`src/hdl/bad2x_ram.sv`:
```
// Generic simple dual-port RAM: one write port, one read port, registered read.
// No dependencies.
`default_nettype none

module bad2x_ram #(
  parameter int Width = 8,
  parameter int Depth = 16,
  localparam int AddrW = (Depth > 1) ? $clog2(Depth) : 1
) (
  input  wire logic             clk_i,
  input  wire logic             we_i,
  input  wire logic [AddrW-1:0] waddr_i,
  input  wire logic [Width-1:0] wdata_i,
  input  wire logic             re_i,
  input  wire logic [AddrW-1:0] raddr_i,
  output logic      [Width-1:0] rdata_o
);

  logic [Width-1:0] mem_q [Depth];

  // Write port
  always_ff @(posedge clk_i) begin
    if (we_i) begin
      mem_q[waddr_i] <= wdata_i;
    end
  end

  // Registered read port, holds while not enabled
  always_ff @(posedge clk_i) begin
    if (re_i) begin
      rdata_o <= mem_q[raddr_i];
    end
  end

endmodule

`default_nettype wire

```
`config.mk`:
```
export PLATFORM = sky130hd
export DESIGN_NAME = bad2x_ram
export DESIGN_NICKNAME = d
export VERILOG_FILES = /design/src/hdl/bad2x_ram.sv
export SDC_FILE = /design/constraint.sdc
export NUM_CORES = 1
export LEC_CHECK = 0
export BUFFER_PORTS_ARGS = -buffer_cell sky130_fd_sc_hd__buf_2
export CAP_MARGIN = 25
export CORE_UTILIZATION = 45
export DETAILED_ROUTE_END_ITERATION = 8
export GPL_TIMING_DRIVEN = 0
export PLACE_DENSITY = 0.65
export SYNTH_ARGS = -nofsm -noshare
export SYNTH_HDL_FRONTEND = slang
export SYNTH_SLANG_ARGS = --single-unit
```
`constraint.sdc`:
```
create_clock -name clk_i -period 4.35 [get_ports clk_i]
set_input_delay 1.0875 -clock clk_i [delete_from_list [all_inputs] [get_ports clk_i]]
set_output_delay 1.0875 -clock clk_i [all_outputs]
set_load 0.02 [all_outputs]
```
; After elaboration in Yosys (flattened, before gate mapping)
; Memory sizes are Yosys's and may differ from the RTL's. A register that Yosys moved wholly into a read port is not among the register bits.
; Index checks and enable logic that the tools add are counted.
[op_classes]
mux = 2
[op_table]
columns = operator, count
row1 = two-way mux 1 bit, 2
[totals]
memories = 1
input_bits = 19
elab_cells = 3
mem_bits_rw = 128
out_inout_bits = 8
register_bits = 0
[memory_table]
columns = memory, depth, width, read_ports, rd_ports_with_merged_regs, write_ports, line
row1 = mem_q, 16, 8, 1, 1, 1, 19  ; logic [Width-1:0] mem_q [Depth];

; Longest topological paths before layout
[logic_depth]
ltp_word = 2
mapped_depth = 5
mapped_depth_nobuf = 3

; Worst setup path after synthesis
; OpenSTA, ideal clock, no wires.
[synth_path]
path_kind = input-to-reg
start = input port waddr_i[2]
end = memory mem_q[0][0] (enable)
required_ns = 3.967
arrival_time_ns = 2.197
path_slack_ns = 1.770
setup_time_ns = 0.383
stages = 2
n_path_buf = 0
cell_sequence = or3b_2 -> nor3_1
[synth_lines]
columns = item, line
row1 = "start, declared", 12  ; input wire logic [AddrW-1:0] waddr_i,
row2 = "end, declared", 19
; Straight into the memory's write port.

; Final worst setup path
[layout_path]
start = input port waddr_i[2]
end = memory mem_q[0][4] (enable)
; Straight into the memory's write port.

==> results by group <==
Global routing
  • Pin count of the biggest net entering global routing: 17
  • Initial antenna violation count: 0
  • Vias in the first global route: around 2,500
  • GRT Overall Usage: 0.188
  • First-pass GRT wire length: ~15,000 um
  • Gr ovfl total: 0

Critical path
  • Critical Path Start Type: input pin
  • Arrival @ worst endpoint: between 2000 and 2500 ps
  • R2R setup slack: approximately 2700 ps
  • R2R depth: 3
  • Worst Setup End Kind: register
  • CP max FO: 6
  • R2R Path Start: mem_q[1][0]
  • RR Endpoint: rdata_o[0]
  • CP Class: input pin to register
  • CP required: around 4500 ps

STA
  • Slew HR: 0.437
  • Final worst setup slack: 2010 ps
  • Final TNS setup: 0 ps
  • Final period util: 0.537
  • Least-Margin Pin Slew: between 800 and 900 ps
  • Worst Hold Slack: around 770 ps
  • Clock Skew: approximately 6.1 ps
  • Number of endpoints failing setup at the final stage: 0
  • RSZ-0062 raised after global routing: false
  • Final Max Tran Viols: 0
  • Highest clock rate: 428 MHz
  • Minimum clock period: about 2300 ps
  • Final Hold Viols: 0

Die
  • # IOs: 27
  • Die area: approximately 12,000 um^2
  • Die Span Y: 110 um
  • Initial cell density of the core: 0.472
  • Core area: approximately 11,000 um^2
  • Die Width: 110 um
  • Row cnt: 38

Routing
  • Routed Antenna Nets: 0
  • Total wire length: ~9800 um
  • DRC errors left: 0
  • Routed WL per cell: 22.9 um
  • DR iter-0 viols: between 150 and 200
  • Via count: 2,421
  • Drt pass-1 iters: 4
  • Via density: about 5.6

Synth
  • Post-Syn Area: between 5000 and 6000 um^2
  • Net Count, Synth: 248
  • Leading area contributor after synthesis: edfxtp_1
  • Unique masters post-synth: 18
  • Yosys warns: 0
  • Mapped Avg Cell Area: roughly 23 um^2
  • Sequential-to-total area share from yosys stat: 0.781
  • Top post-synthesis cells by area: edfxtp_1, mux4_2, mux4_1
  • Top-area cell type share of the netlist area: 0.781
  • Yosys reg bits: approximately 140
  • Syn Inst Count: around 230

Place
  • Gpl congestion: roughly 0.73
  • DPL Wire Length: ~6200 um
  • Buffers on Ports: 25
  • Placement Setup Slack: around 1600 ps
  • Dpl cells: 398

CTS
  • Bufs on Longest Clock Path: 2
  • Hold_buf cts: 0
  • Clock transition at path regs: approximately 60 ps
  • Post-CTS Setup Repair Bufs: 0
  • Num CTS Buffers: 17
  • CTS Root Cell: clkbuf_16
  • Clock sink total: 136
  • CTS tree: done
  • H-tree Lvls: 4
  • Clk_lat worst skew: about 400 ps
  • Resized cells post-CTS: 0

Pwr
  • P_int: between 0.002 and 0.003 W
  • Comb pwr share: 0.046
  • Pwr dens: around 500 nW/um^2
  • Sequential power share: 0.471
  • Net Switching: 0.000603 W
  • Clock power share: 0.482
  • Leak: 2.08 nW
  • Sw frac: 0.191
  • VDD IR max: roughly 310 uV

Min path
  • WHS Endpoint: rdata_o[7]
  • HP Start: mem_q[11][7]
  • Hold path cells: 3
  • Hold/Removal Path Class: register to register

Final layout
  • Finished Layout Cells: 429
  • Share of cells above drive strength 1: 0.301
  • N_diodes: 0
  • Most frequent cells in the layout: edfxtp_1, buf_2, mux4_2
  • Nets@finish: 296
  • Commonest non-fill, non-tap cell in the layout: edfxtp_1
  • Area Growth Syn to Fin: 18.3%
  • Final Util: 0.558

Status
  • Outcome: completed

Run
  • Max Cap Viol: 0
## cells in the mapped netlist (all sizes together)
master and count:
nor2 13, nor2b 1, and2b 1, clkdlybuf4s25 3, nor3 4, nand2b 2, mux4 32, and2 1
nand3 1, buf 7, edfxtp 136, nand3b 2, or3b 1, a22oi 16, nand2 9
## metrics by stage
step	power [W]	cell area (um^2)
global placement	0.00165	5530
detailed placement	0.00166	5550
global route	0.00324	6190
floorplan	0.00159	5230
CTS	0.00317	6190
finish	0.00315	6190
## routing by layer
metal / GRT usage / up-vias / share of wire
li1: - / 1076 / -
met1: 0.259 / 1255 / 0.45
met2: 0.285 / 80 / 0.48
met3: 0.0581 / 10 / 0.055
met4: 0.0686 / 0 / 0.016
met5: 0 / - / 0
## critical path, stage by stage
cell and delay (ps):
buf_2 110, or3b_2 530, nor3_1 410, buf_2 290
## cell type report
class | count | area, um^2
Fill cell | 809 | 4890
Sequential cell | 136 | 4080
Multi-Input combinational cell | 83 | 1060
Clock buffer | 18 | 429
Clock inverter | 13 | 204
Tap cell | 140 | 175
Timing Repair Buffer | 29 | 150
Buffer | 10 | 86.3
## sequential cells by signal, summed over array words and instances (netlist names)
register and cells:
rdata_o 8, mem_q 128
## power groups by stage
stage / Sequential, W / Combinational, W / Clock (W)
2_1_floorplan: 0.00152 / 0.0000745 / 0
3_3_place_gp: 0.00151 / 0.000142 / 0
3_5_place_dp: 0.00151 / 0.000146 / 0
4_1_cts: 0.00148 / 0.000148 / 0.00153
5_1_grt: 0.00149 / 0.000157 / 0.00160
6_report: 0.00148 / 0.000146 / 0.00152
## worst max path at each step
stage / startpoint / end / slack [ps]
floorplan: waddr_i[2] / mem_q[0][0] / 1770
global placement: waddr_i[2] / mem_q[0][7] / 1170
detailed placement: waddr_i[2] / mem_q[0][3] / 1590
CTS: waddr_i[2] / mem_q[0][4] / 2010
global route: waddr_i[2] / mem_q[8][2] / 1930
finish: waddr_i[2] / mem_q[0][4] / 2010
## cells by family after synthesis
kind of cell           after synthesis  share of synthesized area
AO/OA/AOI/OAI                       16                     0.0230
buffers and inverters               10                     0.0165
flip-flops                         136                      0.781
multiplexers                        32                      0.148
AND/OR/NAND/NOR                     35                     0.0314
No activity file was read; power rests on OpenSTA's default activity.
