**config.mk**
```make
export PLATFORM = sky130hd
export DESIGN_NAME = bad2x_out
export DESIGN_NICKNAME = d
export VERILOG_FILES = /design/src/hdl/bad2x_pkg.sv /design/src/hdl/bad2x_out.sv
export SDC_FILE = /design/constraint.sdc
export NUM_CORES = 1
export LEC_CHECK = 0
export ABC_CLOCK_PERIOD_IN_PS = 2400
export BUFFER_PORTS_ARGS = -buffer_cell sky130_fd_sc_hd__buf_2
export CORE_UTILIZATION = 48
export CTS_BUF_LIST = sky130_fd_sc_hd__clkbuf_2 sky130_fd_sc_hd__clkbuf_4 sky130_fd_sc_hd__clkbuf_8
export DETAILED_ROUTE_END_ITERATION = 7
export GPL_TIMING_DRIVEN = 0
export PLACE_DENSITY = 0.9
export REMOVE_ABC_BUFFERS = 1
export SLEW_MARGIN = 20
export SYNTH_ARGS = -nofsm -noshare
export SYNTH_HDL_FRONTEND = slang
export SYNTH_SLANG_ARGS = --single-unit
```
**constraint.sdc**
```tcl
create_clock -name clk_i -period 2.4 [get_ports clk_i]
set_input_delay 0.12 -clock clk_i [delete_from_list [all_inputs] [get_ports clk_i]]
set_output_delay 0.12 -clock clk_i [all_outputs]
set_load 0.02 [all_outputs]
```
**src/hdl/bad2x_pkg.sv**
```systemverilog
// Shared types and constants for the 2x2 box-average downscaler.
// No dependencies; imported by bad2x_scan, bad2x_out and the top level.
`default_nettype none

package bad2x_pkg;

  // Fixed field and register widths
  localparam int CH_W      = 16;
  localparam int NUM_CH    = 3;
  localparam int CFG_W     = 13;
  localparam int CFG_IDX_W = 1;
  localparam int ROW_W     = 12;
  localparam int ROW_LIMIT = 4096;

  // Defaults for the top-level parameters
  localparam int DEF_MAX_WIDTH   = 4096;
  localparam int DEF_SAMPLE_BITS = 16;

  // Register reset values
  localparam logic [CFG_W-1:0] IN_WIDTH_RST  = 13'd640;
  localparam logic [CFG_W-1:0] IN_HEIGHT_RST = 13'd480;

  // Register indexes
  localparam logic [CFG_IDX_W-1:0] REG_IN_WIDTH  = 1'b0;
  localparam logic [CFG_IDX_W-1:0] REG_IN_HEIGHT = 1'b1;

  // Line-store operation issued by the scan stage for one accepted item
  typedef struct packed {
    logic wr;    // store the pair sum (even row)
    logic rd;    // fetch the stored pair sum and emit a result (odd row)
    logic last;  // result is the final pixel of the output frame
  } bad2x_op_t;

endpackage

`default_nettype wire

```
**src/hdl/bad2x_out.sv**
```systemverilog
// Output stage: holds the current pair sum in stage one during the line-store read, adds the two pair
// sums, divides by four and registers the result. Uses bad2x_pkg.
`default_nettype none

module bad2x_out import bad2x_pkg::*; #(
  parameter int SAMPLE_BITS = DEF_SAMPLE_BITS,
  localparam int PairW = SAMPLE_BITS + 1,
  localparam int SumW  = SAMPLE_BITS + 2
) (
  input  wire logic                    clk_i,
  input  wire logic                    rst_ni,
  input  wire bad2x_op_t               op_i,
  input  wire logic [NUM_CH*PairW-1:0] pair_i,
  input  wire logic [NUM_CH*PairW-1:0] rdata_i,
  output logic                         s1_free_o,
  output logic                         out_valid_o,
  input  wire logic                    out_ready_i,
  output logic      [NUM_CH*CH_W-1:0]  out_data_o,
  output logic                         out_last_o
);

  logic                     s1_valid_q, s1_valid_d;
  logic [NUM_CH*PairW-1:0]  s1_pair_q;
  logic                     s1_last_q;
  logic                     out_valid_q, out_valid_d;
  logic [NUM_CH*CH_W-1:0]   out_data_q, out_data_d;
  logic                     out_last_q;
  logic                     out_free, s1_move;
  logic [SumW-1:0]          sum;

  assign out_free  = ~out_valid_q | out_ready_i;
  assign s1_free_o = ~s1_valid_q | out_free;
  assign s1_move   = s1_valid_q & out_free;

  // Combine stored and current pair sums, truncate the mean
  always_comb begin
    sum = '0;
    for (int k = 0; k < NUM_CH; k++) begin
      sum = SumW'(rdata_i[k*PairW +: PairW]) + SumW'(s1_pair_q[k*PairW +: PairW]);
      out_data_d[k*CH_W +: CH_W] = CH_W'(sum[SumW-1:2]);
    end
  end

  // Valid flags: load stage one on a read, drain into the output register
  always_comb begin
    s1_valid_d  = s1_valid_q;
    out_valid_d = out_valid_q;
    if (out_free) begin
      out_valid_d = s1_valid_q;
    end
    if (s1_free_o) begin
      s1_valid_d = op_i.rd;
    end
  end

  always_ff @(posedge clk_i or negedge rst_ni) begin
    if (!rst_ni) begin
      s1_valid_q  <= 1'b0;
      out_valid_q <= 1'b0;
    end else begin
      s1_valid_q  <= s1_valid_d;
      out_valid_q <= out_valid_d;
    end
  end

  // Payload registers
  always_ff @(posedge clk_i) begin
    if (op_i.rd) begin
      s1_pair_q <= pair_i;
      s1_last_q <= op_i.last;
    end
    if (s1_move) begin
      out_data_q <= out_data_d;
      out_last_q <= s1_last_q;
    end
  end

  assign out_valid_o = out_valid_q;
  assign out_data_o  = out_data_q;
  assign out_last_o  = out_last_q;

  // A fetch is only issued when stage one can take it
  a_rd_has_room: assert property (@(posedge clk_i) disable iff (!rst_ni)
    op_i.rd |-> s1_free_o)
    else $error("line store read issued while stage one is blocked");

  // A blocked stage one keeps its item
  a_s1_holds: assert property (@(posedge clk_i) disable iff (!rst_ni)
    (s1_valid_q && !out_free) |=> s1_valid_q)
    else $error("stage one item lost while stalled");

  // A taken result with nothing behind it empties the output register
  a_out_drains: assert property (@(posedge clk_i) disable iff (!rst_ni)
    (out_valid_q && out_ready_i && !s1_valid_q) |=> !out_valid_q)
    else $error("result repeated after it was taken");

endmodule

`default_nettype wire

```
# Yosys cells after proc, flatten, opt, wreduce, memory -nomap -nowiden
# Cells that the tools add are included.
# totals
ff_bits	103
latch_bits	0
mem_bits_rw	0
mem_bits_ro	0
output_inout_bits	51
elab_cells	14
n_memories	0
# classes
add_sub_neg	3
multipliers	0
div	0
magnitude_cmp	0
n_eq_ne	0
shifts	0
n_mux	0
n_bitwise	5
n_reduce_logical	0
# ops
cell	count
17-bit by 17-bit adder with 18-bit output	3
1-bit NOT	2
1-bit OR	2
1-bit bitwise AND	1

# Depth between registers and ports, before layout
# logic_depth
depth_word	3
mapped_depth	8
mapped_depth_nobuf	8

# Least setup slack after synthesis
# Ideal clock, no wire load.
# synth_timing
kind	register -> register
start	register s1_pair_q[6]
end	register out_data_q[15], in the netlist out_data_o[15], data pin
setup_time_ns	0.254
arrival_ns	2.203
path_slack_ns	-0.057
stages_incl_launch_ff	9
path_buffers	0
period_less_slack_ns	2.457
path_cell_list	edfxtp_1 -> ha_1 -> a21oi_1 -> nor2_1 -> o41a_1 -> a41o_1 -> o21ba_1 -> a311o_1 -> a21o_1
# synth_between
elab_chain_cells	1
# synth_lines
item	line_no	rtl
start, declared	bad2x_out.sv:23	logic [NUM_CH*PairW-1:0] s1_pair_q;
start signal, assigned	bad2x_out.sv:69	s1_pair_q <= pair_i;
17-bit by 17-bit adder with 18-bit output	bad2x_out.sv:39	sum = SumW'(rdata_i[k*PairW +: PairW]) + SumW'(s1_pair_q[k*PairW +: PairW]);
net out_data_d[15]	bad2x_out.sv:26	logic [NUM_CH*CH_W-1:0] out_data_q, out_data_d;
end signal, assigned	bad2x_out.sv:73	out_data_q <= out_data_d;
end, declared	bad2x_out.sv:26	
# The timed path passes the listed nets, and every way through them passes these cells.
# A chain may end at the register's enable or synchronous reset.

# Worst setup path in the final report
# layout_timing
start	register s1_pair_q[8]
end	register out_data_q[15], in the netlist out_data_o[15], data pin
# Same word-level chain as after synthesis.

==> flow_summary.toml <==
[yosys]
synth_cell_types = 44
synth_cells = 339
synth_enable_flop_cells = 101
netlist_area_um2 = 4910
post-synth-top-area-cell = "edfxtp_1"
synth-async-reset-ratio = 0.0194
synth_seq_area_share = 0.628
synth.avg_cell_area_um2 = 14.5
postSynth.topFlopCell = "edfxtp_1"
synth_common_cells = "edfxtp_1 (101), ha_1 (48), a21oi_1 (26)"
yosysWarnings = 0
netlist.area_leader.share = 0.618
yosys_register_bits = 103
synth.top_cells.by_area = "edfxtp_1 (62%), ha_1 (12%), xnor2_1 (4.3%)"
post-synth-top-count-cell = "edfxtp_1"

[sta]
final_max_slew_viol_count = 0
max_freq_ghz = 0.409
fin_tns_setup_ps = -76.7
max_slew.worst_pin.slew_ps = 728
holdWs_ps = 47.7
setup_viol = 3
finalClockSkew_ps = 9.61
timing.max_slew.rel_slack = 0.515
setup_repair_after_global_routing_missed_its_margin = "true"
fin_crit_ps = 2450
finalCritPeriodShare = 1.02
hold_viol_final = 0
post-route-worst-setup-slack_ps = -47.0

[run]
timing.max_cap.violations = 0

[drt]
vias = 3594
route.detailed.wl_per_inst_um = 16.2
first_iter_violations = 82
ratio_of_routed_vias_to_standard_cells = 5.07
drt_pre_antenna_iters = 4
wirelength_um = 11500
final_antenna_net_count = 0
detail_route.drc_violations = 0

[global_routing]
gr-usage-all-layers = 0.219
grt_max_degree = 54
antenna_found_initial = 2
grt-ovfl-total = 0
grt_first_pass_wirelength_um = 16800
grt_pass1_vias = 3842

[cells_and_area]
antennaDiodeCount = 0
fillCellCount = 678
nets_finish = 727
post-route-util = 0.699
layout_cell_share_with_drive_strength_beyond_1 = 0.375
area_growth_syn_to_layout_pct = 39.9
layoutNonFillerInstCount = 709
fin_area_um2 = 6870

[floorplanning]
placementRows = 36
initial_core_util = 0.500
die_x_um = 103
die_y_um = 103
core_area_um2 = 9820
ioPinCount = 159
fp.dieArea_um2 = 10600

[power_and_ir_drop]
max-vdd-ir-drop_uv = 620
pwr_density_cell_nw_per_um2 = 659
fin_total_pwr_mw = 4.52
total_leakage_power_nw = 2.86

[setup_path]
timing.critical_path.to_type = "register"
start_kind = "register"
reg2reg_setup_slack_ps = -50
crit_arrival_ps = 2570
criticalPathCategory = "register to register"
timing.critical_path.required_ps = 2520
largest_fanout_on_the_critical_path = 3

[place]
globalplace.congestion = 0.827
dp.cells = 630
pre_cts_slack_ps = -269
io_buffers = 157
post-dp-hpwl_um = 7440
cell_area_reported_after_detailed_placement_um2 = 5880

[clock_network]
clock_tree_from_tritoncts = "yes"
clock_tree.buffer_depth = 2
h_tree_lvl_count = 3
clock-root-buffer = "clkbuf_8"
number_of_clock_sinks = 103
cts-buffers-inserted = 9
clkTransAtPathRegs_ps = 90
insertion_delay_ps = 370

[status]
violated_checks = "setup timing"
status = "complete, but fails checks"

[worst_hold_path]
worstHoldPathType = "primary input to register"
report_power, final:
group | internal [mW] | total [mW] | leakage [nW] | switching, mW
Sequential | 2.26 | 2.32 | 1.00 | 0.0648
Clock | 0.390 | 0.946 | 0.0850 | 0.556
Combinational | 0.577 | 1.25 | 1.78 | 0.678
Total | 3.22 | 4.52 | 2.86 | 1.30
registers in the layout (all words and copies together) (netlist names):
| signal | cells |
|---|---|
| s1_pair_q | 51 |
| out_valid_o | 1 |
| s1_last_q | 1 |
| out_data_o | 48 |
| s1_valid_q | 1 |
| out_last_o | 1 |
worst paths after layout:
check,from,to,depth (start not counted)
max in group asynchronous,rst_ni,s1_valid_q$_DFFE_PN0P_,2
min reg2reg,s1_last_q$_DFFE_PP_,out_last_o$_DFFE_PP_,0
min,out_ready_i,s1_valid_q$_DFFE_PN0P_,3
max,s1_pair_q[8]$_DFFE_PP_,out_data_o[15]$_DFFE_PP_,7
min in group asynchronous,rst_ni,out_valid_o$_DFFE_PN0N_,2
max reg2reg,s1_pair_q[8]$_DFFE_PP_,out_data_o[15]$_DFFE_PP_,7
cell families (layout without fill, tap and decap cells):
group,after synthesis,in the layout,share of synthesized area
flip-flops,103,103,0.628
AO/OA/AOI/OAI,78,78,0.104
AND/OR/NAND/NOR,65,65,0.0686
adder cells (fa/ha/maj),48,48,0.122
buffers and inverters,4,241,0.00306
XOR/XNOR,41,41,0.0732
placed cells by master, fill, tap and decap left out, types with 3 or more instances in the layout:
cell / netlist / final
buf_2: 0 / 156
a21oi_2: 0 / 8
nand3_1: 3 / 3
nor2b_1: 6 / 6
a21oi_1: 26 / 17
o21bai_1: 6 / 5
o21ai_0: 8 / 4
a21o_1: 8 / 8
xnor2_1: 24 / 24
o21ai_1: 2 / 4
xor2_1: 17 / 17
buf_4: 0 / 11
a211oi_1: 4 / 3
edfxtp_1: 101 / 101
inv_1: 4 / 4
o21a_1: 3 / 3
nand2_1: 11 / 11
or2_2: 3 / 3
clkbuf_8: 0 / 9
nand4_1: 4 / 4
dlygate4sd3_1: 0 / 53
nor2_1: 16 / 16
ha_4: 0 / 9
a31oi_1: 5 / 5
nand2b_1: 9 / 9
ha_1: 48 / 37
layout make-up:
| type | instances | area (um2) | area share |
|---|---|---|---|
| sequential | 103 | 3080 | 0.449 |
| multi-input combinational | 232 | 2020 | 0.295 |
| timing repair buffer | 221 | 1410 | 0.206 |
| tap | 133 | 166 | 0.0242 |
| clock buffer | 11 | 139 | 0.0202 |
| clock inverter | 5 | 25.0 | 0.00364 |
| inverter | 4 | 15.0 | 0.00219 |
worst max-delay path, cell delays in order, from the launching register on:
cell and delay, ps:
edfxtp_1 450, ha_4 260, a21o_1 180, o41a_1 370, a41o_1 270, o21ba_4 210, a311o_1 290, a21o_1 180
routing by layer:
metal | global-route usage | vias up | part of all wire
li1 | - | 1774 | -
met4 | 0.0921 | 2 | 0.020
met5 | 0 | - | 0.0011
met3 | 0.0786 | 23 | 0.068
met2 | 0.421 | 138 | 0.55
met1 | 0.208 | 1657 | 0.36
repair_timing:
item                       CTS  global route
setup endpoints to repair   10            16
pin swaps                   14            10
hold endpoints to repair    54             0
gates resized for setup     17            20
hold buffers                53             0
buffers inserted             7             3
(Power assumes the default switching activity.)
