### config.mk
export PLATFORM = sky130hd
export DESIGN_NAME = bad2x_scan
export DESIGN_NICKNAME = d
export VERILOG_FILES = /design/src/hdl/bad2x_pkg.sv /design/src/hdl/bad2x_scan.sv
export SDC_FILE = /design/constraint.sdc
export NUM_CORES = 1
export LEC_CHECK = 0
export ABC_CLOCK_PERIOD_IN_PS = 8940
export CAP_MARGIN = 20
export CORE_MARGIN = 3
export CORE_UTILIZATION = 40
export CTS_BUF_LIST = sky130_fd_sc_hd__clkbuf_8
export DETAILED_ROUTE_END_ITERATION = 6
export DONT_BUFFER_PORTS = 1
export GPL_TIMING_DRIVEN = 0
export HOLD_SLACK_MARGIN = 0.02
export PLACE_DENSITY_LB_ADDON = 0.05
export SYNTH_ARGS = -nofsm -noshare
export SYNTH_HDL_FRONTEND = slang
export SYNTH_SLANG_ARGS = --single-unit
### constraint.sdc
create_clock -name clk_i -period 8.94 [get_ports clk_i]
set_clock_uncertainty 0.1 [all_clocks]
set_input_delay 1.341 -clock clk_i [delete_from_list [all_inputs] [get_ports clk_i]]
set_output_delay 1.341 -clock clk_i [all_outputs]
set_load 0.005 [all_outputs]
### src/hdl/bad2x_pkg.sv
// Shared types and constants for the 2x2 box-average downscaler.
// No dependencies; imported by bad2x_scan, bad2x_out and the top level.
`default_nettype none

package bad2x_pkg;

  // Fixed field and register widths
  localparam int CH_W      = 16;
  localparam int NUM_CH    = 3;
  localparam int CFG_W     = 13;
  localparam int CFG_IDX_W = 1;
  localparam int ROW_W     = 12;
  localparam int ROW_LIMIT = 4096;

  // Defaults for the top-level parameters
  localparam int DEF_MAX_WIDTH   = 4096;
  localparam int DEF_SAMPLE_BITS = 16;

  // Register reset values
  localparam logic [CFG_W-1:0] IN_WIDTH_RST  = 13'd640;
  localparam logic [CFG_W-1:0] IN_HEIGHT_RST = 13'd480;

  // Register indexes
  localparam logic [CFG_IDX_W-1:0] REG_IN_WIDTH  = 1'b0;
  localparam logic [CFG_IDX_W-1:0] REG_IN_HEIGHT = 1'b1;

  // Line-store operation issued by the scan stage for one accepted item
  typedef struct packed {
    logic wr;    // store the pair sum (even row)
    logic rd;    // fetch the stored pair sum and emit a result (odd row)
    logic last;  // result is the final pixel of the output frame
  } bad2x_op_t;

endpackage

`default_nettype wire

### src/hdl/bad2x_scan.sv
// Scan stage: size registers, column/row counters, held pixel and pair sums.
// Issues one line-store write or read per accepted item that closes a pair. Uses bad2x_pkg.
`default_nettype none

module bad2x_scan import bad2x_pkg::*; #(
  parameter int MAX_WIDTH   = DEF_MAX_WIDTH,
  parameter int SAMPLE_BITS = DEF_SAMPLE_BITS,
  localparam int LineDepth = MAX_WIDTH / 2,
  localparam int AddrW     = (LineDepth > 1) ? $clog2(LineDepth) : 1,
  localparam int ColW      = ($clog2(MAX_WIDTH) > AddrW) ? $clog2(MAX_WIDTH) : AddrW + 1,
  localparam int SzW       = ($clog2(MAX_WIDTH + 1) > CFG_W) ? $clog2(MAX_WIDTH + 1) : CFG_W,
  localparam int PairW     = SAMPLE_BITS + 1
) (
  input  wire logic                    clk_i,
  input  wire logic                    rst_ni,
  input  wire logic                    cfg_we_i,
  input  wire logic [CFG_IDX_W-1:0]    cfg_idx_i,
  input  wire logic [CFG_W-1:0]        cfg_data_i,
  input  wire logic                    in_valid_i,
  input  wire logic                    in_ready_i,
  input  wire logic [NUM_CH*CH_W-1:0]  in_data_i,
  output bad2x_op_t                    op_o,
  output logic      [AddrW-1:0]        addr_o,
  output logic      [NUM_CH*PairW-1:0] pair_o
);

  logic [CFG_W-1:0]              in_width_q, in_height_q;
  logic [ColW-1:0]               col_q, col_d;
  logic [ROW_W-1:0]              row_q, row_d;
  logic [NUM_CH*SAMPLE_BITS-1:0] held_q, held_d, px;
  logic                          accept;
  logic [SzW-1:0]                w_raw, w, ew, c_ext, c_inc;
  logic [CFG_W-1:0]              h, eh, r_ext, r_inc;
  logic                          in_blk;

  assign accept = in_valid_i & in_ready_i;

  // Size registers
  always_ff @(posedge clk_i or negedge rst_ni) begin
    if (!rst_ni) begin
      in_width_q  <= IN_WIDTH_RST;
      in_height_q <= IN_HEIGHT_RST;
    end else if (cfg_we_i) begin
      case (cfg_idx_i)
        REG_IN_WIDTH:  in_width_q  <= cfg_data_i;
        REG_IN_HEIGHT: in_height_q <= cfg_data_i;
        default: ;
      endcase
    end
  end

  // Clamp sizes: zero acts as one, saturate at the limits
  always_comb begin
    w_raw = SzW'(in_width_q);
    if (in_width_q == '0) begin
      w = SzW'(1);
    end else if (w_raw > SzW'(MAX_WIDTH)) begin
      w = SzW'(MAX_WIDTH);
    end else begin
      w = w_raw;
    end
    if (in_height_q == '0) begin
      h = CFG_W'(1);
    end else if (in_height_q > CFG_W'(ROW_LIMIT)) begin
      h = CFG_W'(ROW_LIMIT);
    end else begin
      h = in_height_q;
    end
    ew = {w[SzW-1:1], 1'b0};
    eh = {h[CFG_W-1:1], 1'b0};
  end

  // Mask samples and form the horizontal pair sums
  always_comb begin
    for (int k = 0; k < NUM_CH; k++) begin
      px[k*SAMPLE_BITS +: SAMPLE_BITS] = in_data_i[k*CH_W +: SAMPLE_BITS];
      pair_o[k*PairW +: PairW] = PairW'(held_q[k*SAMPLE_BITS +: SAMPLE_BITS])
                               + PairW'(px[k*SAMPLE_BITS +: SAMPLE_BITS]);
    end
  end

  // Classify the item: odd column inside the even-sized area closes a pair
  always_comb begin
    c_ext   = SzW'(col_q);
    c_inc   = c_ext + SzW'(1);
    r_ext   = CFG_W'(row_q);
    r_inc   = r_ext + CFG_W'(1);
    in_blk  = col_q[0] & (c_ext < ew) & (r_ext < eh);
    op_o.wr   = accept & in_blk & ~row_q[0];
    op_o.rd   = accept & in_blk & row_q[0];
    op_o.last = (c_ext == ew - SzW'(1)) && (r_ext == eh - CFG_W'(1));
    addr_o    = col_q[AddrW:1];
  end

  // Advance counters and hold the even-column pixel
  always_comb begin
    col_d  = col_q;
    row_d  = row_q;
    held_d = held_q;
    if (accept) begin
      if (!col_q[0]) begin
        held_d = px;
      end
      if (c_inc >= w) begin
        col_d = '0;
        row_d = (r_inc >= h) ? '0 : ROW_W'(r_inc);
      end else begin
        col_d = ColW'(c_inc);
      end
    end
  end

  always_ff @(posedge clk_i or negedge rst_ni) begin
    if (!rst_ni) begin
      col_q  <= '0;
      row_q  <= '0;
      held_q <= '0;
    end else begin
      col_q  <= col_d;
      row_q  <= row_d;
      held_q <= held_d;
    end
  end

  // A single item never both stores and fetches
  a_op_exclusive: assert property (@(posedge clk_i) disable iff (!rst_ni)
    !(op_o.wr && op_o.rd))
    else $error("line store write and read issued together");

  // Line-store traffic only on an accepted odd-column item
  a_op_on_odd: assert property (@(posedge clk_i) disable iff (!rst_ni)
    (op_o.wr || op_o.rd) |-> (accept && col_q[0]))
    else $error("line store access outside an odd-column item");

endmodule

`default_nettype wire

======== Word-level counts from Yosys, hierarchy flattened ========
Cells that the tools add are included.
cells by class
  $add $sub $neg .......................... 7
  eq/ne operators ......................... 2
  muxes and demuxes ....................... 6
  reduce and logical (&&, ||, !) cells .... 7
  magnitude comparators ................... 6
  bitwise gates (word level) .............. 9
operators by type and width
  cell                     count
  $mux W13                 4
  $add A16 B16 Y17         3
  $add A12 B1 Y13 const B  2
  $eq A12 B13 Y1           2
  $ge A13 B13 Y1           2
  $gt A13 B13 Y1 const B   2
  $logic_not A13 Y1        2
  $lt A12 B13 Y1           2
  $sub A13 B1 Y13 const B  2
  $mux W12                 2
  $reduce_and A2 Y1        4
  $and A1 B1 Y1            6
  $not A1 Y1               3
  $logic_and A1 B1 Y1      1
storage, ports and cells
  word-level logic and storage cells ...... 42
  output and inout port bits .............. 65
  bits in registers ....................... 98
  bits of input ports ..................... 67

======== Logic depth before layout (Yosys ltp) ========
Gate-level depths: netlist of the first run.
  depth after elaboration ................. 8
  mapped depth ............................ 15

======== Least setup slack after synthesis of the first run ========
OpenSTA, ideal clock, no wires.
  kind .................................... in2out
  start point ............................. input port in_data_i[17]
  end point ............................... output port pair_o[32]
  data required time ...................... 7.499 ns
  arrival ................................. 3.119 ns
  slack ................................... 4.380 ns
  stages on the path ...................... 8
  path through ............................ ha_1 a211o_1 o211ai_1 a221oi_1 a221o_1 a41o_1 o41ai_2 xnor2_1
on the way
  longest elaborated chain between the ends .. 1
ends and longest elaborated chain
  item                line              source
  start: declaration  bad2x_scan.sv:21  input wire logic [NUM_CH*CH_W-1:0] in_data_i,
  $add A16 B16 Y17    bad2x_scan.sv:78  + PairW'(px[k*SAMPLE_BITS +: SAMPLE_BITS]);
  end: declaration    bad2x_scan.sv:24  output logic [NUM_CH*PairW-1:0] pair_o
No other way between the ends.

==> impl_metrics.ini, run 1 <==
[power_and_ir_drop]
power_density_nw_per_um2 = 233.5
clkPwrFrac_pct = 17.8
internal_power_mw = 1.232
power.switching_mw = 0.8200
p_seq_share_pct = 31.6
leakage_nw = 3.960
pwr-share-comb_pct = 50.6
switching_share_pct = 39.96
total_power_mw = 2.052
peakVddDrop_uv = 72.62

[timing]
max_slew_margin_pct = 58.36
setup_viol = 0
finalCriticalPeriod_ps = 5572
tightest_slew_ps = 624.6
totalNegativeSetupSlack_ps = 0
drv_slew = 0
rsz0062_at_grt = no
hold_violations = 0
post-route-period-util_pct = 62.33
fmax_mhz = 179.5

[global_routing]
first_global_vias = 6603
grt_pass1_wl_um = 33670
antenna_found_initial = 0
gr-total-overflow = 0
grt_max_degree = 99
grt_usage_pct = 18.76

[finish]
area_growth_pct = 7.073
multi_input_area_um2 = 5393
drive_gt1_share_pct = 12.47
antennaDiodeCount = 0
seqCellArea_um2 = 2460
fillers = 1951
final_common_cell = ha_1
layout_common_cells = ha_1, dfrtp_1, nand2_1
nets = 1071

[route]
wirelength_um = 20520
drc_errors = 0
dr.first_iter.drc_count = 256
vias = 6585
wl_per_cell_um = 17.52
first_pass_iters = 5
antenna_left = 0
via_per_inst = 5.623

[clock_tree]
cts_max_level = 3
clk_path_buf_depth = 2
post-cts-setup-buffer-count = 0
cts.sinks = 98
clk_pin_slew_ps = 100
ctsResizeCount = 0
clkLatencyLatePin_ps = 390
tritoncts = done
cts_made_buffers = 9
cts_hold_buf = 0
cts_root_buffer = clkbuf_8

[yosys]
synthesis.area_um2 = 8208
synth_top_cell_area_share_pct = 28.05
ys.flop_type = dfrtp_1
syn_inst = 890
synth.top_cells.by_area = dfrtp_1, ha_1, mux2_2
async_flop_share_pct = 100.0
synth_edf_count = 0
syn_area_per_cell_um2 = 9.222
ys_seq_area_share_pct = 29.97
yosys.area.top_type = dfrtp_1
synth_cell_types = 64
synthesis.nets = 1060
yosysWarnings = 0
ys_ff_latch = 98

[worst_setup_path]
crit_fanout = 10
arrival_ps = 4130
crit_required_ps = 7500
endpoint_kind = primary output
cp-start-kind = flop
crit_type = reg -> out

[die]
initial_core_util_pct = 41.49
num_rows = 51
die_h_um = 149.2
boundaryPins = 132
die-width_um = 149.2
die_area_um2 = 22270
core_area_um2 = 19780

[placed_design]
finalWeightedCongestion = 0.8472
dpl.hpwl_um = 16540
port_buffers = 0

[job]
cap_violations = 0

[outcome]
outcome = complete, no violations

[min_path]
hold_path.class = reg -> reg
[sequential cells by signal (all words and copies together), names as in the netlist]
| register | flops |
|---|---|
| held_q | 48 |
| col_q | 12 |
| in_width_q | 13 |
| in_height_q | 13 |
| row_q | 12 |
[path summary, 6_finish.rpt]
check | from | end | slack (ps) | depth (start not counted)
min in group asynchronous | rst_ni | held_q[4] | 530 | 0
worst min-delay path | held_q[29] | held_q[29] | 420 | 1
worst max register to register | col_q[0] | row_q[6] | 4840 | 14
worst min register to register | held_q[29] | held_q[29] | 420 | 1
max in group asynchronous | rst_ni | in_height_q[8] | 7980 | 0
worst max-delay path | in_width_q[12] | op_o[0] | 3370 | 13
[synth_stat cells (all sizes together) (4+ instances only)]
library cell	count
a21o	24
o21ai	60
a211oi	8
a31oi	9
ha	100
nor2	54
xnor2	62
nor2b	17
buf	20
a41oi	4
o311ai	4
nand3	16
a22o	12
nand2b	10
clkbuf	21
nor3	27
a21oi	37
inv	41
xor2	17
o211ai	6
nor4	9
nand4	9
nand2	76
mux2	68
o31ai	5
nor3b	4
dfstp	6
and3	12
dfrtp	92
o21a	11
[power groups by stage]
| stage | combinational, mW | clock (mW) | sequential, mW |
|---|---|---|---|
| 6_report | 1.04 | 0.364 | 0.648 |
| 5_1_grt | 1.18 | 0.396 | 0.665 |
| 4_1_cts | 1.05 | 0.383 | 0.648 |
| 3_5_place_dp | 1.05 | 0 | 0.657 |
| 3_3_place_gp | 1.03 | 0 | 0.652 |
| 2_1_floorplan | 0.854 | 0 | 0.624 |
[layout make-up]
class | count | area share [%]
buffer | 41 | 2.249
clock buffer | 10 | 1.566
clock inverter | 6 | 1.267
inverter | 42 | 1.794
multi-input combinational | 709 | 61.36
sequential | 98 | 27.99
tap | 265 | 3.773
[kinds of logic after synthesis]
logic type	synth area share, %
adders and majority gates	15.98
muxes	9.695
xor gates and xnor gates	8.430
buffers and inverters	4.329
and+or+nand+nor	15.09
DFF	29.97
AOI/OAI and AO/OA	16.51
[metal layers]
| layer | vias to the layer above | share of wire [%] | global-route usage (%) |
|---|---|---|---|
| li1 | 3238 | - | - |
| met1 | 3186 | 46 | 24.34 |
| met2 | 144 | 47 | 31.75 |
| met3 | 17 | 5.9 | 4.345 |
| met4 | 0 | 1.3 | 4.577 |
| met5 | - | 0 | 0 |
[worst max-delay path: stages (launching register included)]
cell	delay, ps
dfrtp_1	370
clkbuf_1	210
inv_1	190
clkbuf_1	390
clkbuf_1	440
nand2_1	220
ha_1	340
xnor2_1	150
nor4_1	260
o311ai_0	180
nor4_1	270
and4_1	200
nand4_1	130
nor4b_2	390
[through the flow]
stage | std cells | hold slack, ps | util (%) | worst slack [ps] | cell area, um2
2_1_floorplan | 890 | 375.3 | - | 4380 | 8208
3_3_place_gp | 1155 | 391.6 | 43.17 | 3768 | 8539
3_5_place_dp | 1155 | 399.4 | 43.17 | 3797 | 8539
4_1_cts | 1171 | 423.4 | 44.43 | 3339 | 8788
5_1_grt | 1171 | 433.6 | 44.43 | 2993 | 8788
6_report | 1171 | 416.4 | 44.43 | 3368 | 8788
No activity file was read; power rests on OpenSTA's default activity.
==> inputs of run 2 (changes only) <==
--- a/config.mk
+++ b/config.mk
@@ -5,7 +5,7 @@
 export SDC_FILE = /design/constraint.sdc
 export NUM_CORES = 1
 export LEC_CHECK = 0
-export ABC_CLOCK_PERIOD_IN_PS = 8940
+export ABC_CLOCK_PERIOD_IN_PS = 5700
 export CAP_MARGIN = 20
 export CORE_MARGIN = 3
 export CORE_UTILIZATION = 40
==> constraint.sdc (replaced) <==
create_clock -name clk_i -period 5.7 [get_ports clk_i]
set_clock_uncertainty 0.1 [all_clocks]
set_input_delay 0.855 -clock clk_i [delete_from_list [all_inputs] [get_ports clk_i]]
set_output_delay 0.855 -clock clk_i [all_outputs]
set_load 0.005 [all_outputs]
==> run 2 against run 1 <==
  * Global-route usage grew 0.26 points
  * Sequential power grew 57%
  * Critical path depth did not move
  * Design area up 0.34%
  * Clock power up 57%
  * Die area unchanged
  * Routed wire length rose by 1.3%
  * Cell count increased by 0.17%
  * Critical path type unchanged
  * Largest power group unchanged
  * Highest routed layer unchanged
==> impl_metrics.ini, run 2 (synthesized netlist as in run 1, its figures left out) <==
[finish]
nets = 1073
layout_common_cells = ha_1, dfrtp_1, nand2_1
area_growth_pct = 7.439
final_util_pct = 44.58
fillers = 1948
final_common_cell = ha_1
regMostFlops = held_q
largest_register_ffs = 48
antennaDiodeCount = 0
drive_gt1_share_pct = 12.56
reg.largest.list = held_q (48), in_height_q (13), in_width_q (13)

[timing]
tightest_slew_ps = 611.7
finalCriticalPeriod_ps = 5088
rsz0062_at_grt = no
hold_violations = 0
post-route-period-util_pct = 89.26
drv_slew = 0
totalNegativeSetupSlack_ps = 0
fmax_mhz = 196.5
setup_viol = 0
max_slew_margin_pct = 58.17

[worst_setup_path]
crit_top_cell = clkbuf_1
crit_required_ps = 4740
crit_type = reg -> out
critical_path.max_stage_delay_ps = 430
arrival_ps = 4130
crit_fanout = 10
reg2reg_from = col_q[0]
crit_slowest_cell = clkbuf_1
crit_chain = clkbuf_1 -> inv_1 -> clkbuf_1 -> clkbuf_1 -> nand2_1 -> ha_1 -> xnor2_1 -> nor4_1 -> o311ai_0 -> nor4_1 -> and4_1 -> nand4_1 -> nor4b_2
endpoint_kind = primary output
crit_start = in_width_q[12]
cp-start-kind = flop

[clock_tree]
post-cts-setup-buffer-count = 0
tritoncts = done
clk_path_buf_depth = 2
cts_root_buffer = clkbuf_8
cts.sinks = 98
cts_max_level = 3
clk_pin_slew_ps = 100
cts_made_buffers = 9
clkLatencyLatePin_ps = 390

[route]
wl_per_cell_um = 17.72
drc_errors = 0
dr_wl_met3_um = 1192
topRoutingLayerUsed = met4
antenna_left = 0
via_per_inst = 5.605
route.met2.wl_um = 9783
vias = 6575
first_pass_iters = 6
wl_met1_um = 9520
wirelength_um = 20780
dr.first_iter.drc_count = 246

[placed_design]
port_buffers = 0
finalWeightedCongestion = 0.8472
dpl.hpwl_um = 16540

[min_path]
hold_path.class = in -> async

[outcome]
outcome = complete, no violations

[global_routing]
gr-total-overflow = 0
grt_usage_pct = 19.02
first_global_vias = 6622
grt_max_degree = 70
grt_pass1_wl_um = 34040
antenna_found_initial = 0

[job]
cap_violations = 0

[power_and_ir_drop]
power_density_nw_per_um2 = 365.7
leakage_nw = 3.974
peakVddDrop_uv = 114.0

[die]
boundaryPins = 132
core_area_um2 = 19780
die-width_um = 149.2
die_area_um2 = 22270
die_h_um = 149.2
num_rows = 51
initial_core_util_pct = 41.49
[run 2: changes by cell type in the layout (fill, tap and decap cells not counted)]
cell and delta:
buf_12 +1, dlygate4sd3_1 +1
[run 2: power breakdown]
group / switching (mW) / total (mW) / internal [mW] / leakage [nW]
combinational: 0.873 / 1.64 / 0.762 / 2.65
clock: 0.267 / 0.572 / 0.305 / 0.129
sequential: 0.151 / 1.02 / 0.866 / 1.19
total: 1.29 / 3.23 / 1.93 / 3.97
[run 2: area by class of cell]
class                      count  area [um2]  area share (%)
clock buffer                  10       137.6           1.561
sequential                    98        2460           27.89
timing repair buffer           2       30.03          0.3405
buffer                        41       197.7           2.242
clock inverter                 6       111.4           1.263
multi-input combinational    709        5393           61.15
tap                          265       331.6           3.760
inverter                      42       157.7           1.788
[run 2: path summary, 6_finish.rpt]
check | end | slack, ps | cells after the start
worst max register to register | row_q[6] | 1600 | 14
worst min register to register | held_q[29] | 420 | 1
worst max-delay path | op_o[0] | 610 | 13
min in group clk_i | held_q[29] | 420 | 1
worst min-delay path | held_q[46] | 60 | 0
max in group asynchronous | held_q[11] | 4640 | 1
[run 2: worst max-delay path, delay by kind of cell, from the launching register on]
family          cells  cell delay, ps
buf+inv             4            1210
compound gates      1             180
fa+ha+maj           1             340
xor+xnor            1             160
simple gates        6            1480
flops               1             370
[run 2: per-stage QoR]
step                area [um2]  hold slack [ps]  worst slack, ps  instances  power, mW
floorplan                 8208            375.3             1859        890      2.318
global placement          8539            391.6             1014       1155      2.631
detailed placement        8539            399.4             1043       1155      2.674
CTS                       8818            25.83            584.7       1173      3.275
global route              8818            25.47            239.3       1173      3.520
finish                    8818            61.28            612.0       1173      3.225
[run 2: repair_timing]
action,in CTS,in global routing
gates resized for setup,0,0
endpoints found under the hold margin,27,0
hold buffers,2,0
[run 2: metal layers]
| layer | up-vias | GRT usage [%] |
|---|---|---|
| met5 | - | 0 |
| met4 | 0 | 4.577 |
| met3 | 19 | 4.345 |
| met2 | 139 | 32.36 |
| met1 | 3177 | 24.59 |
| li1 | 3240 | - |
==> inputs of run 3 (changes only) <==
--- a/config.mk
+++ b/config.mk
@@ -8,13 +8,13 @@
 export ABC_CLOCK_PERIOD_IN_PS = 5700
 export CAP_MARGIN = 20
 export CORE_MARGIN = 3
-export CORE_UTILIZATION = 40
+export CORE_UTILIZATION = 30
 export CTS_BUF_LIST = sky130_fd_sc_hd__clkbuf_8
 export DETAILED_ROUTE_END_ITERATION = 6
 export DONT_BUFFER_PORTS = 1
 export GPL_TIMING_DRIVEN = 0
 export HOLD_SLACK_MARGIN = 0.02
-export PLACE_DENSITY_LB_ADDON = 0.05
+export PLACE_DENSITY = 0.43
 export SYNTH_ARGS = -nofsm -noshare
 export SYNTH_HDL_FRONTEND = slang
 export SYNTH_SLANG_ARGS = --single-unit
==> run 3 against run 2 <==
  * Worst hold slack worse by 4.8 ps
  * Largest cell class unchanged
  * Non-clock buffer count is 1 higher
  * Largest power group unchanged
  * Via count is 2.8% lower
  * Design area is 0.24% higher
  * Critical path type unchanged
  * Combinational power hardly changed
  * Routed wire length is 8.2% higher
  * First-iteration DRC count is 11% higher
  * Global-route usage is 3.9 points lower
==> impl_metrics.ini, run 3 (synthesized netlist as in run 1, its figures left out) <==
[global_routing]
grt_usage_pct = 15.09
antenna_found_initial = 0
first_global_vias = 6284
grt_pass1_wl_um = 34690
gr-total-overflow = 0
grt_max_degree = 75

[timing]
finalCriticalPeriod_ps = 5220
drv_slew = 0
setup_viol = 0
hold_violations = 0
post-route-period-util_pct = 91.58
tightest_slew_ps = 788.6
fmax_mhz = 191.6
max_slew_margin_pct = 47.26
rsz0062_at_grt = no
totalNegativeSetupSlack_ps = 0

[finish]
area_growth_pct = 7.698
reg.largest.list = held_q (48), in_height_q (13), in_width_q (13)
regMostFlops = held_q
antennaDiodeCount = 0
layout_common_cells = ha_1, dfrtp_1, nand2_1
fillers = 2811
largest_register_ffs = 48
nets = 1074
final_common_cell = ha_1
drive_gt1_share_pct = 12.43
fin_area_um2 = 8840

[power_and_ir_drop]
leakage_nw = 3.937
power_density_nw_per_um2 = 354.6
peakVddDrop_uv = 147.1

[die]
boundaryPins = 132
die_area_um2 = 29380
die_h_um = 171.4
die-width_um = 171.4
num_rows = 59
core_area_um2 = 26500
initial_core_util_pct = 30.97

[worst_setup_path]
arrival_ps = 4270
endpoint_kind = primary output
r2r-end = row_q[9]
crit_required_ps = 4740
ff2ff_path_depth = 13
crit_fanout = 10
crit_type = reg -> out
reg2reg_from = in_width_q[12]
cp-start-kind = flop
r2r_slack_ps = 1300

[placed_design]
dpl.hpwl_um = 17090
placed_area_um2 = 8627
finalWeightedCongestion = 0.8367
port_buffers = 0

[clock_tree]
post-cts-setup-buffer-count = 0
tritoncts = done
ctsResizeCount = 0
cts_max_level = 3
clkLatencyLatePin_ps = 400
cts.sinks = 98
clk_pin_slew_ps = 110
clk_path_buf_depth = 2
cts_made_buffers = 9
cts_root_buffer = clkbuf_8

[outcome]
outcome = complete, no violations

[route]
wirelength_um = 22490
drc_errors = 0
wl_per_cell_um = 18.08
via_per_inst = 5.140
route.met2.wl_um = 10130
antenna_left = 0
dr_wl_met3_um = 1173
vias = 6394
topRoutingLayerUsed = met4
wl_met1_um = 10910
first_pass_iters = 4
dr.first_iter.drc_count = 272

[job]
cap_violations = 0

[min_path]
hold_path.class = in -> async
-- run 3: through the flow --
| step | total power [mW] | cells | setup slack, ps | util, % | hold slack, ps |
|---|---|---|---|---|---|
| 4_1_cts | 3.181 | 1243 | 400.9 | 33.32 | 20.68 |
| 5_1_grt | 3.427 | 1244 | 111.7 | 33.36 | 20.07 |
| 3_3_place_gp | 2.682 | 1225 | 867.0 | 32.55 | 390.2 |
| 2_1_floorplan | 2.318 | 890 | 1859 | - | 375.3 |
| 3_5_place_dp | 2.693 | 1225 | 853.2 | 32.55 | 399.6 |
| 6_report | 3.135 | 1244 | 479.9 | 33.36 | 56.52 |
-- run 3: worst max-delay path by stage --
stage               to  cells after the start  slack (ps)            from
2_1_floorplan  op_o[0]                     13        1860  in_width_q[12]
3_3_place_gp   op_o[0]                     13         870  in_width_q[12]
3_5_place_dp   op_o[0]                     13         850  in_width_q[12]
4_1_cts        op_o[0]                     13         400  in_width_q[12]
5_1_grt        op_o[0]                     13         110  in_width_q[12]
6_report       op_o[0]                     13         480  in_width_q[12]
-- run 3: layer usage --
metal	vias to the layer above	global-route usage, %
met5	-	0
met3	13	2.551
met2	129	25.09
li1	3240	-
met1	3012	20.68
met4	0	3.289
-- run 3: critical path, stage by stage (launching register included) --
cell and delay (ps):
dfrtp_1 370, clkbuf_1 210, inv_1 200, clkbuf_1 420, clkbuf_1 490, nand2_1 240
ha_1 360, xnor2_1 150, nor4_1 230, o311ai_0 170, nor4_1 280, and4_1 220
nand4_1 150, nor4b_2 390
-- run 3: power breakdown --
group | total [mW] | switching, mW | internal (mW)
logic | 1.66 | 0.902 | 0.762
registers | 1.01 | 0.148 | 0.866
clock network | 0.457 | 0.297 | 0.160
total | 3.13 | 1.35 | 1.79
-- run 3: timing repair --
item,in CTS,in global routing
endpoints found under the hold margin,25,12
hold buffers,2,1
endpoints found under the setup margin,0,0
-- run 3: cell type report --
| class | instances | area [um2] | share of cell area, % |
|---|---|---|---|
| Clock buffer | 9 | 123.9 | 1.401 |
| Timing Repair Buffer | 3 | 40.04 | 0.4529 |
| Clock inverter | 7 | 48.80 | 0.5520 |
| Inverter | 42 | 157.7 | 1.783 |
| Buffer | 41 | 197.7 | 2.236 |
| Multi-Input combinational cell | 709 | 5393 | 61.00 |
| Tap cell | 335 | 419.2 | 4.742 |
| Sequential cell | 98 | 2460 | 27.83 |
